`src/rtl/core/pufc_pkg.sv`:
```
// Package for the PCM underrun concealment block.
// Holds widths, constants and the command type shared by the front, queue and back.
// No dependencies.
package pufc_pkg;

    localparam int BLOCK_SAMPLES = 64;
    localparam int SAMPLE_W      = 16;
    localparam int POS_W         = 6;
    localparam int CNT_W         = 7;

    localparam int DIV_W     = ($clog2(BLOCK_SAMPLES + 1) > CNT_W) ?
                               $clog2(BLOCK_SAMPLES + 1) : CNT_W;
    localparam int NUM_W     = SAMPLE_W + DIV_W + 1;
    localparam int DIV_STEP  = 2;
    localparam int DIV_ITERS = (NUM_W + DIV_STEP - 1) / DIV_STEP;
    localparam int QUO_W     = DIV_ITERS * DIV_STEP;
    localparam int DIV_CNT_W = $clog2(DIV_ITERS + 1);
    localparam int FADE_W    = $clog2(BLOCK_SAMPLES);

    localparam int QUEUE_DEPTH = 2;
    localparam int QPTR_W      = (QUEUE_DEPTH > 1) ? $clog2(QUEUE_DEPTH) : 1;
    localparam int QCNT_W      = $clog2(QUEUE_DEPTH + 1);

    localparam logic ACT_SAMPLE   = 1'b0;
    localparam logic ACT_UNDERRUN = 1'b1;

    typedef struct packed {
        logic                       is_fade;
        logic                       last;
        logic signed [SAMPLE_W-1:0] sample;
        logic [DIV_W-1:0]           w_old;
        logic [DIV_W-1:0]           w_new;
        logic [DIV_W-1:0]           divisor;
    } t_cmd;

endpackage

```
`src/rtl/core/pufc_in_if.sv`:
```
// Input channel of the PCM underrun concealment block.
// Carries valid, ready and one input transaction; depends on pufc_pkg.
interface pufc_in_if;
    logic                                 valid;
    logic                                 ready;
    logic                                 action;
    logic signed [pufc_pkg::SAMPLE_W-1:0] pcm_in;
    logic [pufc_pkg::POS_W-1:0]           position;
    logic [pufc_pkg::CNT_W-1:0]           block_count;

    modport source (output valid, action, pcm_in, position, block_count, input ready);
    modport sink   (input valid, action, pcm_in, position, block_count, output ready);
endinterface

```
`src/rtl/core/pufc_out_if.sv`:
```
// Output channel of the PCM underrun concealment block.
// Carries valid, ready and one output transaction; depends on pufc_pkg.
interface pufc_out_if;
    logic                                 valid;
    logic                                 ready;
    logic signed [pufc_pkg::SAMPLE_W-1:0] pcm_out;
    logic                                 run_end;

    modport source (output valid, pcm_out, run_end, input ready);
    modport sink   (input valid, pcm_out, run_end, output ready);
endinterface

```
`src/rtl/core/pcm_underrun_fade_crossfade_top.sv`:
```
// Top level of the PCM underrun concealment block.
// Ties together pufc_front, pufc_queue and pufc_back; depends on pufc_pkg and the channel interfaces.
//
// Usage: the input channel i_in carries one transaction per received sample (action 0,
// with pcm_in, position and block_count) or one underrun event (action 1). The output
// channel o_out carries pcm_out and run_end, which marks the last sample of a block or
// of a fade run. Both channels use a valid/ready handshake.
// An underrun produces 64 samples fading from the held sample to zero. Each faded sample
// passes through the multiply, scale-by-block-size and output states of the back end.
// A crossfaded sample in the first block after an underrun goes through a two-bit-per-cycle
// serial divider. A sample that passes unchanged goes from the idle state straight to the
// output state of the back end.
// A two-entry command queue lets the input side accept while the back end works.
// Reset clears the queue, the output register, the held sample and the recovery flag.
// When the receiver stalls, the result waits in the output register, the back end
// holds, and once the queue fills the input ready drops.
module pcm_underrun_fade_crossfade_top (
    input  logic        i_clk,
    input  logic        i_rst_n,
    pufc_in_if.sink     i_in,
    pufc_out_if.source  o_out
);

    logic           push;
    logic           pop;
    logic           full;
    logic           empty;
    pufc_pkg::t_cmd push_cmd;
    pufc_pkg::t_cmd head_cmd;

    pufc_front u_front (
        .i_in   (i_in),
        .i_full (full),
        .o_push (push),
        .o_cmd  (push_cmd)
    );

    pufc_queue u_queue (
        .i_clk   (i_clk),
        .i_rst_n (i_rst_n),
        .i_push  (push),
        .i_cmd   (push_cmd),
        .i_pop   (pop),
        .o_full  (full),
        .o_empty (empty),
        .o_cmd   (head_cmd)
    );

    pufc_back u_back (
        .i_clk   (i_clk),
        .i_rst_n (i_rst_n),
        .i_empty (empty),
        .i_cmd   (head_cmd),
        .o_pop   (pop),
        .o_out   (o_out)
    );

`ifndef SYNTH
    a_no_push_when_full: assert property (@(posedge i_clk) disable iff (!i_rst_n)
        push |-> !full)
        else $error("Command pushed into a full queue.");

    a_no_pop_when_empty: assert property (@(posedge i_clk) disable iff (!i_rst_n)
        pop |-> !empty)
        else $error("Command popped from an empty queue.");

    a_reset_clears_output: assert property (@(posedge i_clk)
        !i_rst_n |=> !o_out.valid)
        else $error("Output valid after reset.");
`endif

endmodule

```
`src/rtl/core/pufc_div.sv`:
```
// Serial signed divider, two quotient bits per cycle, truncating toward zero.
// Used by the back end for crossfade; depends on pufc_pkg.
module pufc_div (
    input  logic                                 i_clk,
    input  logic                                 i_rst_n,
    input  logic                                 i_start,
    input  logic signed [pufc_pkg::NUM_W-1:0]    i_num,
    input  logic [pufc_pkg::DIV_W-1:0]           i_divisor,
    output logic                                 o_done,
    output logic signed [pufc_pkg::SAMPLE_W-1:0] o_quot
);

    logic                             r_busy, n_busy;
    logic                             r_done, n_done;
    logic [pufc_pkg::DIV_CNT_W-1:0]   r_cnt, n_cnt;
    logic [pufc_pkg::DIV_W-1:0]       r_rem, n_rem;
    logic [pufc_pkg::QUO_W-1:0]       r_quo, n_quo;
    logic [pufc_pkg::DIV_W-1:0]       r_divisor, n_divisor;
    logic                             r_neg, n_neg;

    logic [pufc_pkg::NUM_W-1:0]       mag;
    logic [pufc_pkg::DIV_W-1:0]       rem;
    logic [pufc_pkg::QUO_W-1:0]       quo;
    logic [pufc_pkg::DIV_W:0]         trial;
    logic [pufc_pkg::SAMPLE_W-1:0]    quo_lo;

    assign mag = i_num[pufc_pkg::NUM_W-1] ? (~i_num + 1'b1) : i_num;

    always_comb begin
        rem = r_rem;
        quo = r_quo;
        trial = '0;
        for (int b = 0; b < pufc_pkg::DIV_STEP; b++) begin
            trial = {rem, quo[pufc_pkg::QUO_W-1]};
            quo = {quo[pufc_pkg::QUO_W-2:0], 1'b0};
            if (trial >= {1'b0, r_divisor}) begin
                rem = pufc_pkg::DIV_W'(trial - {1'b0, r_divisor});
                quo[0] = 1'b1;
            end else begin
                rem = trial[pufc_pkg::DIV_W-1:0];
            end
        end
    end

    always_comb begin
        n_busy    = r_busy;
        n_done    = 1'b0;
        n_cnt     = r_cnt;
        n_rem     = r_rem;
        n_quo     = r_quo;
        n_divisor = r_divisor;
        n_neg     = r_neg;
        if (i_start) begin
            n_busy    = 1'b1;
            n_cnt     = pufc_pkg::DIV_CNT_W'(pufc_pkg::DIV_ITERS);
            n_rem     = '0;
            n_quo     = pufc_pkg::QUO_W'(mag);
            n_divisor = i_divisor;
            n_neg     = i_num[pufc_pkg::NUM_W-1];
        end else if (r_busy) begin
            n_rem = rem;
            n_quo = quo;
            n_cnt = r_cnt - 1'b1;
            if (r_cnt == pufc_pkg::DIV_CNT_W'(1)) begin
                n_busy = 1'b0;
                n_done = 1'b1;
            end
        end
    end

    always_ff @(posedge i_clk) begin
        if (!i_rst_n) begin
            r_busy <= 1'b0;
            r_done <= 1'b0;
        end else begin
            r_busy <= n_busy;
            r_done <= n_done;
        end
    end

    always_ff @(posedge i_clk) begin
        r_cnt     <= n_cnt;
        r_rem     <= n_rem;
        r_quo     <= n_quo;
        r_divisor <= n_divisor;
        r_neg     <= n_neg;
    end

    assign quo_lo = r_quo[pufc_pkg::SAMPLE_W-1:0];
    assign o_quot = r_neg ? (~quo_lo + 1'b1) : quo_lo;
    assign o_done = r_done;

endmodule

```
`src/rtl/core/pufc_front.sv`:
```
// Front end: accepts input transactions and turns them into commands.
// Normalizes block length and position and works out the crossfade weights; depends on pufc_pkg.
module pufc_front (
    pufc_in_if.sink         i_in,
    input  logic            i_full,
    output logic            o_push,
    output pufc_pkg::t_cmd  o_cmd
);

    logic [pufc_pkg::CNT_W-1:0] eff_cnt;
    logic [pufc_pkg::CNT_W-1:0] last_idx;
    logic [pufc_pkg::CNT_W-1:0] pos_ext;
    logic [pufc_pkg::CNT_W-1:0] idx;
    logic                       at_end;

    assign i_in.ready = !i_full;
    assign o_push     = i_in.valid && !i_full;

    assign eff_cnt  = (i_in.block_count == '0) ? pufc_pkg::CNT_W'(1) : i_in.block_count;
    assign last_idx = eff_cnt - 1'b1;
    assign pos_ext  = pufc_pkg::CNT_W'(i_in.position);
    assign at_end   = (pos_ext >= last_idx);
    assign idx      = at_end ? last_idx : pos_ext;

    always_comb begin
        o_cmd.is_fade = (i_in.action == pufc_pkg::ACT_UNDERRUN);
        o_cmd.last    = at_end;
        o_cmd.sample  = i_in.pcm_in;
        o_cmd.w_old   = pufc_pkg::DIV_W'(last_idx - idx);
        o_cmd.w_new   = pufc_pkg::DIV_W'(idx + pufc_pkg::CNT_W'(1));
        o_cmd.divisor = pufc_pkg::DIV_W'(eff_cnt);
    end

endmodule

```
`src/rtl/core/pufc_queue.sv`:
```
// Short command queue between the front end and the back end.
// Register based first-in first-out store; depends on pufc_pkg.
module pufc_queue (
    input  logic            i_clk,
    input  logic            i_rst_n,
    input  logic            i_push,
    input  pufc_pkg::t_cmd  i_cmd,
    input  logic            i_pop,
    output logic            o_full,
    output logic            o_empty,
    output pufc_pkg::t_cmd  o_cmd
);

    pufc_pkg::t_cmd                r_mem [pufc_pkg::QUEUE_DEPTH];
    logic [pufc_pkg::QPTR_W-1:0]   r_wp, n_wp;
    logic [pufc_pkg::QPTR_W-1:0]   r_rp, n_rp;
    logic [pufc_pkg::QCNT_W-1:0]   r_cnt, n_cnt;

    assign o_full  = (r_cnt == pufc_pkg::QCNT_W'(pufc_pkg::QUEUE_DEPTH));
    assign o_empty = (r_cnt == '0);
    assign o_cmd   = r_mem[r_rp];

    always_comb begin
        n_wp  = r_wp;
        n_rp  = r_rp;
        n_cnt = r_cnt;
        if (i_push) begin
            n_wp = (r_wp == pufc_pkg::QPTR_W'(pufc_pkg::QUEUE_DEPTH - 1)) ? '0 : r_wp + 1'b1;
        end
        if (i_pop) begin
            n_rp = (r_rp == pufc_pkg::QPTR_W'(pufc_pkg::QUEUE_DEPTH - 1)) ? '0 : r_rp + 1'b1;
        end
        if (i_push && !i_pop) begin
            n_cnt = r_cnt + 1'b1;
        end else if (i_pop && !i_push) begin
            n_cnt = r_cnt - 1'b1;
        end
    end

    always_ff @(posedge i_clk) begin
        if (!i_rst_n) begin
            r_wp  <= '0;
            r_rp  <= '0;
            r_cnt <= '0;
        end else begin
            r_wp  <= n_wp;
            r_rp  <= n_rp;
            r_cnt <= n_cnt;
        end
    end

    always_ff @(posedge i_clk) begin
        if (i_push) begin
            r_mem[r_wp] <= i_cmd;
        end
    end

endmodule

```
`src/rtl/core/pufc_back.sv`:
```
// Back end: runs fade, crossfade and pass-through commands and drives the output register.
// Holds the held sample and recovery flag; uses pufc_div and pufc_pkg.
module pufc_back (
    input  logic            i_clk,
    input  logic            i_rst_n,
    input  logic            i_empty,
    input  pufc_pkg::t_cmd  i_cmd,
    output logic            o_pop,
    pufc_out_if.source      o_out
);

    typedef enum logic [4:0] {
        S_IDLE = 5'b00001,
        S_MUL  = 5'b00010,
        S_LOAD = 5'b00100,
        S_DIV  = 5'b01000,
        S_OUT  = 5'b10000
    } t_state;

    t_state                               r_state, n_state;
    pufc_pkg::t_cmd                       r_cmd, n_cmd;
    logic [pufc_pkg::FADE_W-1:0]          r_k, n_k;
    logic signed [pufc_pkg::SAMPLE_W-1:0] r_held, n_held;
    logic                                 r_recov, n_recov;
    logic signed [pufc_pkg::NUM_W-1:0]    r_p1, n_p1;
    logic signed [pufc_pkg::NUM_W-1:0]    r_p2, n_p2;
    logic signed [pufc_pkg::SAMPLE_W-1:0] r_res, n_res;
    logic                                 r_ov, n_ov;
    logic signed [pufc_pkg::SAMPLE_W-1:0] r_out_pcm, n_out_pcm;
    logic                                 r_out_end, n_out_end;

    logic [pufc_pkg::DIV_W-1:0]           wa, wb, dv;
    logic signed [pufc_pkg::NUM_W-1:0]    held_x, smp_x, wa_x, wb_x, num;
    logic signed [pufc_pkg::SAMPLE_W-1:0] fade_q;
    logic                                 fade_last;
    logic                                 div_start;
    logic                                 div_done;
    logic signed [pufc_pkg::SAMPLE_W-1:0] div_quot;

    assign fade_last = (r_k == pufc_pkg::FADE_W'(pufc_pkg::BLOCK_SAMPLES - 1));
    assign wa = r_cmd.is_fade ?
                (pufc_pkg::DIV_W'(pufc_pkg::BLOCK_SAMPLES - 1) - pufc_pkg::DIV_W'(r_k)) :
                r_cmd.w_old;
    assign wb = r_cmd.is_fade ? '0 : r_cmd.w_new;
    assign dv = r_cmd.divisor;

    assign held_x = pufc_pkg::NUM_W'(r_held);
    assign smp_x  = pufc_pkg::NUM_W'(r_cmd.sample);
    assign wa_x   = $signed(pufc_pkg::NUM_W'(wa));
    assign wb_x   = $signed(pufc_pkg::NUM_W'(wb));
    assign num    = r_p1 + r_p2;
    assign fade_q = pufc_pkg::SAMPLE_W'(num / pufc_pkg::BLOCK_SAMPLES);

    pufc_div u_div (
        .i_clk     (i_clk),
        .i_rst_n   (i_rst_n),
        .i_start   (div_start),
        .i_num     (num),
        .i_divisor (dv),
        .o_done    (div_done),
        .o_quot    (div_quot)
    );

    always_comb begin
        n_state   = r_state;
        n_cmd     = r_cmd;
        n_k       = r_k;
        n_held    = r_held;
        n_recov   = r_recov;
        n_p1      = r_p1;
        n_p2      = r_p2;
        n_res     = r_res;
        n_ov      = r_ov && !o_out.ready;
        n_out_pcm = r_out_pcm;
        n_out_end = r_out_end;
        o_pop     = 1'b0;
        div_start = 1'b0;
        case (r_state)
            S_IDLE: begin
                if (!i_empty) begin
                    o_pop = 1'b1;
                    n_cmd = i_cmd;
                    n_k   = '0;
                    if (!i_cmd.is_fade && !r_recov) begin
                        n_res   = i_cmd.sample;
                        n_state = S_OUT;
                    end else begin
                        n_state = S_MUL;
                    end
                end
            end
            S_MUL: begin
                n_p1    = held_x * wa_x;
                n_p2    = smp_x * wb_x;
                n_state = S_LOAD;
            end
            S_LOAD: begin
                if (r_cmd.is_fade) begin
                    n_res   = fade_q;
                    n_state = S_OUT;
                end else begin
                    div_start = 1'b1;
                    n_state   = S_DIV;
                end
            end
            S_DIV: begin
                if (div_done) begin
                    n_res   = div_quot;
                    n_state = S_OUT;
                end
            end
            S_OUT: begin
                if (!r_ov || o_out.ready) begin
                    n_ov      = 1'b1;
                    n_out_pcm = r_res;
                    n_out_end = r_cmd.is_fade ? fade_last : r_cmd.last;
                    if (r_cmd.is_fade) begin
                        if (fade_last) begin
                            n_held  = '0;
                            n_recov = 1'b1;
                            n_state = S_IDLE;
                        end else begin
                            n_k     = r_k + 1'b1;
                            n_state = S_MUL;
                        end
                    end else begin
                        if (r_cmd.last) begin
                            n_held  = r_res;
                            n_recov = 1'b0;
                        end
                        n_state = S_IDLE;
                    end
                end
            end
            default: begin
                n_state = S_IDLE;
            end
        endcase
    end

    always_ff @(posedge i_clk) begin
        if (!i_rst_n) begin
            r_state <= S_IDLE;
            r_held  <= '0;
            r_recov <= 1'b0;
            r_ov    <= 1'b0;
        end else begin
            r_state <= n_state;
            r_held  <= n_held;
            r_recov <= n_recov;
            r_ov    <= n_ov;
        end
    end

    always_ff @(posedge i_clk) begin
        r_cmd     <= n_cmd;
        r_k       <= n_k;
        r_p1      <= n_p1;
        r_p2      <= n_p2;
        r_res     <= n_res;
        r_out_pcm <= n_out_pcm;
        r_out_end <= n_out_end;
    end

    assign o_out.valid   = r_ov;
    assign o_out.pcm_out = r_out_pcm;
    assign o_out.run_end = r_out_end;

endmodule

```
`src/flat_wrapper.sv`:
```
// flat-port wrapper written by rule: the top's interface ports become plain ports
module pcm_underrun_fade_crossfade_top_flat 
  (i_clk, i_rst_n, i_in_valid, i_in_action, i_in_pcm_in, i_in_position, i_in_block_count, i_in_ready, o_out_valid, o_out_pcm_out, o_out_run_end, o_out_ready);
  pufc_in_if i_in_i ();
  pufc_out_if o_out_i ();
  input  logic i_clk;
  input  logic i_rst_n;
  input wire logic [$bits(i_in_i.valid)-1:0] i_in_valid;
  input wire logic [$bits(i_in_i.action)-1:0] i_in_action;
  input wire logic [$bits(i_in_i.pcm_in)-1:0] i_in_pcm_in;
  input wire logic [$bits(i_in_i.position)-1:0] i_in_position;
  input wire logic [$bits(i_in_i.block_count)-1:0] i_in_block_count;
  output wire logic [$bits(i_in_i.ready)-1:0] i_in_ready;
  output wire logic [$bits(o_out_i.valid)-1:0] o_out_valid;
  output wire logic [$bits(o_out_i.pcm_out)-1:0] o_out_pcm_out;
  output wire logic [$bits(o_out_i.run_end)-1:0] o_out_run_end;
  input wire logic [$bits(o_out_i.ready)-1:0] o_out_ready;
  assign i_in_i.valid = i_in_valid;
  assign i_in_i.action = i_in_action;
  assign i_in_i.pcm_in = i_in_pcm_in;
  assign i_in_i.position = i_in_position;
  assign i_in_i.block_count = i_in_block_count;
  assign i_in_ready = i_in_i.ready;
  assign o_out_valid = o_out_i.valid;
  assign o_out_pcm_out = o_out_i.pcm_out;
  assign o_out_run_end = o_out_i.run_end;
  assign o_out_i.ready = o_out_ready;
  pcm_underrun_fade_crossfade_top u_core (.i_clk(i_clk), .i_rst_n(i_rst_n), .i_in(i_in_i), .o_out(o_out_i));
endmodule
```
`config.mk`:
```
export PLATFORM = sky130hd
export DESIGN_NAME = pcm_underrun_fade_crossfade_top_flat
export DESIGN_NICKNAME = d
export VERILOG_FILES = /design/src/rtl/core/pufc_pkg.sv /design/src/rtl/core/pufc_in_if.sv /design/src/rtl/core/pufc_out_if.sv /design/src/rtl/core/pcm_underrun_fade_crossfade_top.sv /design/src/rtl/core/pufc_div.sv /design/src/rtl/core/pufc_front.sv /design/src/rtl/core/pufc_queue.sv /design/src/rtl/core/pufc_back.sv /design/src/flat_wrapper.sv
export SDC_FILE = /design/constraint.sdc
export NUM_CORES = 1
export LEC_CHECK = 0
export BUFFER_PORTS_ARGS = -buffer_cell sky130_fd_sc_hd__buf_2
export CELL_PAD_IN_SITES_DETAIL_PLACEMENT = 0
export CELL_PAD_IN_SITES_GLOBAL_PLACEMENT = 2
export CORE_MARGIN = 10
export CORE_UTILIZATION = 35
export CTS_BUF_LIST = sky130_fd_sc_hd__clkbuf_8
export DETAILED_ROUTE_END_ITERATION = 10
export PLACE_DENSITY = 0.77
export SETUP_SLACK_MARGIN = 0.02
export SYNTH_ARGS = -nofsm -noshare
export SYNTH_HDL_FRONTEND = slang
export SYNTH_SLANG_ARGS = --single-unit
```
`constraint.sdc`:
```
create_clock -name i_clk -period 9.9 [get_ports i_clk]
set_clock_uncertainty 0.2 [all_clocks]
set_input_delay 0 -clock i_clk [delete_from_list [all_inputs] [get_ports i_clk]]
set_output_delay 0 -clock i_clk [all_outputs]
set_load 0.01 [all_outputs]
```
==> metrics.md, run 1 <==
| Metric | Value |
|---|---|
| Outcome | `finished, final reports clean` |
| Power Dens Cells | `307 mW/mm^2` |
| Post-Syn Instances | `2102` |
| Critical path class | `reg -> reg` |
| DIE AREA | `0.0736 mm^2` |
| Worst vdd rail ir drop | `0.250 mV` |
| Crit end category | `flop` |
| Initial antenna violation count | `1` |
| Worst Hold End | `u_core.u_back.r_state[4]` |
| Worst-Skew Late Latency | `670 ps` |
| First-pass GRT wire length | `87.5 mm` |
| Clock Root Buffer | `clkbuf_8` |
| Fmax | `0.155 GHz` |
| Slew @ Worst Pin | `1200 ps` |
| Vias per cell | `4.82` |
| Yosys warns | `0` |
| Setup TNS | `0 ps` |
| RSZ-0062 raised after global routing | `no` |
| Area occupied by multi-input gates | `0.0128 mm^2` |
| Register bit total from synthesis | `277` |
| Syn avg cell area | `10.5 um^2` |
| HPWL Detailed | `41.5 mm` |
| Tot GR Track Use | `14.8%` |
| 1st-pass router iterations | `5` |
| Post-layout min period | `6430 ps` |
| GPL Wtd Cong | `0.864` |
| I/O Buffers | `52` |
| Post-synth EDFFs | `236` |
| Setup WS post-layout | `3470 ps` |
| GRT overflow | `0` |
| Rows | `92` |
| Slew Viols, Final | `0` |
| Die height | `271 um` |
| # IOs | `53` |
| Leak pwr | `10.9 nW` |
| Crit path launch type | `flop` |
| Reg2Reg Depth | `19` |
| H-tree depth | `2` |
| Syn_nets | `2469` |
| CTS Sinks | `277` |
| 1st-iter DRT viols | `689` |
| DRT Wirelength | `53.8 mm` |
| Largest net degree at the start of global routing | `50` |
| Per-cell routed wire length | `17.2 um` |
| Yosys cell types | `89` |
| Hold Fails Final Rpt | `0` |
| Die width | `271 um` |
| Post_cts resized | `0` |
| Cell Area, Synth | `0.0221 mm^2` |
| Reg clk slew, reported paths | `70 ps` |
| Max-slew headroom | `20.0%` |
| Reg-to-Reg Start | `u_core.u_back.r_cmd[38]` |
| Seq. cell area | `0.00791 mm^2` |
| Worst R2R End | `u_core.u_back.r_p2[23]` |
| Core Region | `0.0629 mm^2` |
| CP Max Fanout | `16` |
| Period utilisation layout | `65.0%` |
| Area grow syn2layout | `13.2%` |
| Share of layout cells above drive strength 1 | `9.99%` |
| Vias post-DR | `15000` |
| Max clock buf depth | `3` |
| # Max-Cap Violations | `0` |
| Required @ worst endpoint | `10100 ps` |
| DRC Markers | `0` |
| Worst hold path class | `in -> reg` |
| Vias in the first global route | `15900` |
| WHS Path Cells | `3` |
| Ys async rst share | `0%` |
| Hold path startpoint | `i_rst_n` |
| Fin nets | `2596` |
| TritonCTS Buffers | `53` |
| R2r setup slk | `3470 ps` |
| Final setup vio count | `0` |
| CTS tree | `built` |
| Register area share after synthesis | `35.8%` |
| Antenna Nets Post-Route | `0` |
| Fill count | `6236` |
| Critical Path AT | `6640 ps` |
| Initial core utilization | `35.2%` |
| Dpl ws | `3480 ps` |
| Most used DFF post-synth | `edfxtp_1` |
| Total Power | `0.00769 W` |
==> Yosys cell counts, types with 4 or more instances <==
master	number	area share, %
mux2i_1	12	0.54
and3_1	16	0.45
nor2b_1	41	1.2
nand2_1	148	2.5
a2111oi_0	4	0.16
or3_1	9	0.25
o21ai_1	26	0.59
a211o_1	5	0.20
o211ai_1	6	0.20
and2_1	195	5.5
xnor2_1	83	3.3
inv_1	302	5.1
edfxtp_1	236	32
nand2b_1	16	0.45
o31ai_1	8	0.27
a211oi_1	13	0.44
ha_1	157	8.9
nor4_1	6	0.17
o21ai_0	51	1.2
nand3_1	31	0.70
a21oi_1	85	1.9
a21boi_0	6	0.20
nor2_1	80	1.4
o221ai_1	12	0.48
clkbuf_1	53	0.90
a21o_1	33	1.1
mux2_2	43	2.2
a22oi_1	5	0.17
xor2_1	52	2.1
nand3b_1	5	0.17
o21bai_1	8	0.27
o21a_1	6	0.20
fa_1	176	16
nand4_1	8	0.23
dfxtp_1	41	3.7
buf_1	5	0.085
nor3_1	22	0.50
nor3b_1	17	0.58
==> through the flow <==
stage	util, %	cells	area, um^2	hold slack [ps]
after floorplan	-	2102	22100	-101
after global routing	39.8	3120	25000	174
after CTS	39.8	3119	25000	124
final	39.8	3120	25000	184
after detailed placement	37.2	2959	23400	-6.76
after global placement	37.2	2959	23400	-8.39
==> where the power goes <==
group / total, W / leakage, nW / internal, W / switching [W]
registers: 0.00191 / 2.51 / 0.00173 / 0.000179
clock network: 0.00114 / 0.577 / 0.000591 / 0.000549
logic: 0.00464 / 7.83 / 0.00189 / 0.00275
==> placed cells by master (no fill, tap or decap), types with 6 or more instances in the layout <==
cell and instances:
o211ai_1 6, clkinv_1 12, nand4_1 8, o21bai_1 8, nor3_1 22, ha_1 157, and2_1 195, nor2b_1 40
o21a_1 6, xnor2_1 83, and3_1 15, clkbuf_8 53, o221ai_1 12, nor4_1 6, o21ai_0 51, nand3_1 31
a21oi_1 85, nor2_1 79, a211oi_1 13, o21ai_1 26, xor2_1 52, a21o_1 33, inv_1 312, mux2i_1 12
edfxtp_1 236, buf_2 52, mux2_2 43, or3_1 9, nand2_1 148, nor3b_1 17, dfxtp_1 40, fa_1 176
clkinv_2 15, dlygate4sd3_1 61, buf_4 21, nand2b_1 16, o31ai_1 8, a21boi_0 6
==> area by class of cell <==
type	count	share of cell area, %
repair buffers	134	4.11
diodes	1	0.0100
inverters	303	4.54
well taps	846	4.23
multi-input cells	1460	51.3
clock inverters	46	1.27
flip-flops and latches	277	31.6
clock buffers	53	2.91
==> worst max path at each step <==
stage / from / end / cells past startpoint
global route: u_core.u_back.r_cmd[38] / u_core.u_back.r_p2[23] / 19
global placement: u_core.u_back.r_cmd[38] / u_core.u_back.r_p2[23] / 19
detailed placement: u_core.u_back.r_cmd[38] / u_core.u_back.r_p2[23] / 19
floorplan: u_core.u_back.r_state[2] / u_core.u_back.r_state[2] / 3
finish: u_core.u_back.r_cmd[38] / u_core.u_back.r_p2[23] / 19
CTS: u_core.u_back.r_cmd[38] / u_core.u_back.r_p2[23] / 19
==> cells by family after synthesis <==
logic type      after synthesis  share of synthesized area, %
fa+ha+maj                   333                          24.8
mux                          55                          2.73
flops                       277                          35.8
xor+xnor                    140                          5.82
buf+inv                     365                          6.26
simple gates                617                          15.1
compound gates              315                          9.46
==> critical path, cell delays in order, from the launching register on <==
cell and delay [ps]:
edfxtp_1 550, nor2b_1 860, nand2_1 190, fa_1 560, inv_1 50, fa_1 460
fa_1 550, inv_1 60, fa_1 530, inv_1 40, ha_1 370, and3_1 230
a221oi_1 430, nor2_1 90, a21oi_1 130, inv_1 60, a2111oi_0 410, o21bai_1 130
a21oi_1 180, xnor2_1 90
==> state kept, by name, indices dropped and copies added (netlist names), 16 cells and up, named ones only <==
signal	flops
u_core.u_back.r_held	16
u_core.u_back.o_out.pcm_out	16
u_core.u_back.u_div.r_quo	24
u_core.u_back.r_cmd	32
u_core.u_back.r_p2	24
u_core.u_back.r_res	16
u_core.u_queue.r_mem	78
u_core.u_back.r_p1	24
==> routing by layer <==
metal | up-vias | GRT usage [%] | routed length [um]
met5 | - | 0.526 | 51
met3 | 82 | 2.07 | 1790
li1 | 7341 | - | -
met4 | 2 | 5.45 | 1720
met2 | 266 | 23.9 | 24400
met1 | 7343 | 19.9 | 25800
==> repair_timing <==
action | CTS | global route
setup buffers | 0 | 0
hold endpoints to repair | 166 | 0
setup endpoints to repair | 0 | 0
hold buffers | 61 | 0
No activity file was read; power rests on OpenSTA's default activity.
==> run 2: changes to the inputs <==
clock period = 6.4 ns   (was 9.9 ns; I/O delays follow)
==> metrics.md, run 2 (same netlist as run 1, synthesis figures left out) <==
| Metric | Value |
|---|---|
| Outcome | `finished, final reports clean` |
| Setup WS post-layout | `425 ps (-3040 ps)` |
| Worst R2R End | `u_core.u_back.r_p2[23]` |
| Largest net degree at the start of global routing | `50 (unchanged)` |
| Crit end category | `flop` |
| Number of flip-flops in the largest register | `78 (unchanged)` |
| Die width | `271 um (unchanged)` |
| Placed cells | `2966 (+0.24%)` |
| Crit path launch | `u_core.u_back.r_cmd[38]` |
| Slew Viols, Final | `0 (unchanged)` |
| DRT Wirelength | `53.9 mm (+0.28%)` |
| Max-slew headroom | `22.2% (+2.2 points)` |
| Vias in the first global route | `15800 (-0.22%)` |
| Initial core utilization | `35.2% (unchanged)` |
| Crit path buffers/inverters | `6 (+2)` |
| # Max-Cap Violations | `0 (unchanged)` |
| HPWL Detailed | `42.3 mm (+1.9%)` |
| Fill count | `6244 (+0.13%)` |
| Power Dens Cells | `469 mW/mm^2 (+53%)` |
| Crit path to | `u_core.u_back.r_p2[23]` |
| First-pass GRT wire length | `87.7 mm (+0.20%)` |
| Required @ worst endpoint | `6590 ps (-3510 ps)` |
| Per-cell routed wire length | `17.3 um (+0.25%)` |
| Reg2Reg Depth | `21 (+2)` |
| Largest regs | `u_core.u_queue.r_mem: 78 flops, u_core.u_back.r_cmd: 32 flops` |
| Commonest non-fill, non-tap cell in the layout | `inv_1` |
| Dpl ws | `141 ps (-3340 ps)` |
| Final Instance Area | `0.0250 mm^2 (-0.18%)` |
| Most frequent cells in the layout | `inv_1 (317), edfxtp_1 (236), and2_1 (195), fa_1 (176), ha_1 (157)` |
| Antenna Nets Post-Route | `0 (unchanged)` |
| Area after DPL | `0.0234 mm^2 (+0.22%)` |
| Critical Path AT | `6170 ps (-470 ps)` |
| GPL Wtd Cong | `0.859 (-0.60%)` |
| Initial antenna violation count | `2 (+1)` |
| Final setup vio count | `0 (unchanged)` |
| Register name with the most flops | `u_core.u_queue.r_mem` |
| Share of layout cells above drive strength 1 | `9.85% (-0.14 points)` |
| Worst hold path class | `in -> reg` |
| Fin nets | `2603 (+0.27%)` |
| Setup TNS | `0 ps (unchanged)` |
| CTS Sinks | `277 (unchanged)` |
| Clock Root Buffer | `clkbuf_8` |
| Crit-path slowest cell | `fa_1` |
| Crit-path max cell delay | `560 ps (-300 ps)` |
| 1st-iter DRT viols | `707 (+2.6%)` |
| Hold Fails Final Rpt | `0 (unchanged)` |
| Layout Cells excl Fill | `3121 (+0.032%)` |
| Global Route met1 Usage | `20.0% (+0.13 points)` |
| # IOs | `53 (unchanged)` |
| I/O Buffers | `52 (unchanged)` |
| Period utilisation layout | `93.4% (+28 points)` |
| CTS tree | `built` |
| Vias per cell | `4.82 (about the same)` |
| Reg clk slew, reported paths | `60 ps (about the same)` |
| Reg-to-Reg Start | `u_core.u_back.r_cmd[38]` |
| Rows | `92 (unchanged)` |
| Area grow syn2layout | `13.0%` |
| Crit path launch type | `flop` |
| Levels on crit path | `21 (+2)` |
| Worst vdd rail ir drop | `0.314 mV (+25%)` |
| Max clock buf depth | `3 (unchanged)` |
| 1st-pass router iterations | `6 (+1)` |
| DRC Markers | `0 (unchanged)` |
| Tot GR Track Use | `14.8% (-0.034 points)` |
| CP Max Fanout | `16 (unchanged)` |
| Vias post-DR | `15000 (+0.020%)` |
| Met3 Resource Use GR | `1.78% (-0.28 points)` |
| Worst-Skew Late Latency | `660 ps (about the same)` |
| Fmax | `0.167 GHz (+7.7%)` |
| H-tree depth | `2 (unchanged)` |
| DIE AREA | `0.0736 mm^2 (unchanged)` |
| Post-layout min period | `5980 ps (-459 ps)` |
| GRT met2 Usage | `24.6% (+0.64 points)` |
| GRT overflow | `0 (unchanged)` |
| Top Family by Delay on Critical Path | `adder cells` |
| Slew @ Worst Pin | `1170 ps (-33.4 ps)` |
| Leak pwr | `10.9 nW (about the same)` |
| Die height | `271 um (unchanged)` |
| RSZ-0062 raised after global routing | `yes` |
| R2r setup slk | `420 ps (-3040 ps)` |
| Critical path class | `reg -> reg` |
| TritonCTS Buffers | `52 (-1.9%)` |
| Critical path, cell by cell | `buf_4, nor2b_1, buf_4, nand2_1, fa_1, inv_1, fa_1, fa_1, inv_1, fa_1, inv_1, ha_1, and3_1, a221oi_2, nor2_1, a21oi_1, inv_1, a2111oi_0, o21bai_1, a21oi_1, xnor2_1` |
| Core Region | `0.0629 mm^2 (unchanged)` |
| GRT busiest layer | `met2` |
## run 2: cell types whose count changed in the layout (fill, tap and decap cells not counted), moves of 3 or more
cell | previous run | this run
bufinv_16 | 3 | 0
clkinv_2 | 15 | 7
buf_4 | 21 | 29
inv_1 | 312 | 317
## run 2: cell type report
| type | instances | area, um^2 | share of cell area (%) |
|---|---|---|---|
| Antenna cell | 1 | 2.50 | 0.0100 |
| Clock buffer | 53 | 729 | 2.92 |
| Clock inverter | 39 | 208 | 0.831 |
| Inverter | 303 | 1140 | 4.55 |
| Multi-Input combinational cell | 1460 | 12900 | 51.4 |
| Sequential cell | 277 | 7910 | 31.7 |
| Tap cell | 846 | 1060 | 4.24 |
| Timing Repair Buffer | 142 | 1090 | 4.36 |
## run 2: what timing repair did
action / 4_1_cts / 5_1_grt
gates resized for setup: 0 / 3
setup buffers: 0 / 1
hold buffers: 61 / 0
endpoints found under the hold margin: 168 / 0
endpoints found under the setup margin: 0 / 5
## run 2: worst reg2reg max path, delay by kind of cell (launching register included)
family                   cells  cell delay (ps)
adder cells (fa/ha/maj)      5             2460
AO/OA/AOI/OAI                5             1150
buffers and inverters        6              660
AND/OR/NAND/NOR              4              610
flip-flops                   1              530
XOR/XNOR                     1               80
## run 2: report_power, final
group / internal, W / leakage, nW / total, W / switching, W
Clock: 0.000781 / 0.530 / 0.00157 / 0.000788
Sequential: 0.00268 / 2.51 / 0.00295 / 0.000267
Combinational: 0.00296 / 7.87 / 0.00720 / 0.00424
## run 2: routing by layer
layer,vias to the layer above,routed length [um]
li1,7349,-
met3,78,2030
met5,-,0
met4,0,1180
met1,7341,25700
met2,269,25000
## run 2: through the flow
step	total power [W]	hold slack, ps	util, %
2_1_floorplan	0.00827	-101	-
6_report	0.0117	171	39.8
4_1_cts	0.0119	104	39.7
5_1_grt	0.0130	209	39.8
3_5_place_dp	0.0102	-6.87	37.3
3_3_place_gp	0.0101	-11.8	37.3
## run 2: how the worst min path moves through the flow
stage,from,end,slack (ps),cells after the start
6_report,i_rst_n,u_core.u_back.u_div.o_done,170,4
5_1_grt,i_rst_n,u_core.u_back.u_div.r_busy,210,3
4_1_cts,i_rst_n,u_core.u_back.u_div.o_done,100,4
3_5_place_dp,i_in_pcm_in[12],u_core.u_queue.r_mem[0][33],-7,1
3_3_place_gp,i_in_pcm_in[8],u_core.u_queue.r_mem[1][29],-10,1
2_1_floorplan,i_in_pcm_in[0],u_core.u_queue.r_mem[0][21],-100,0
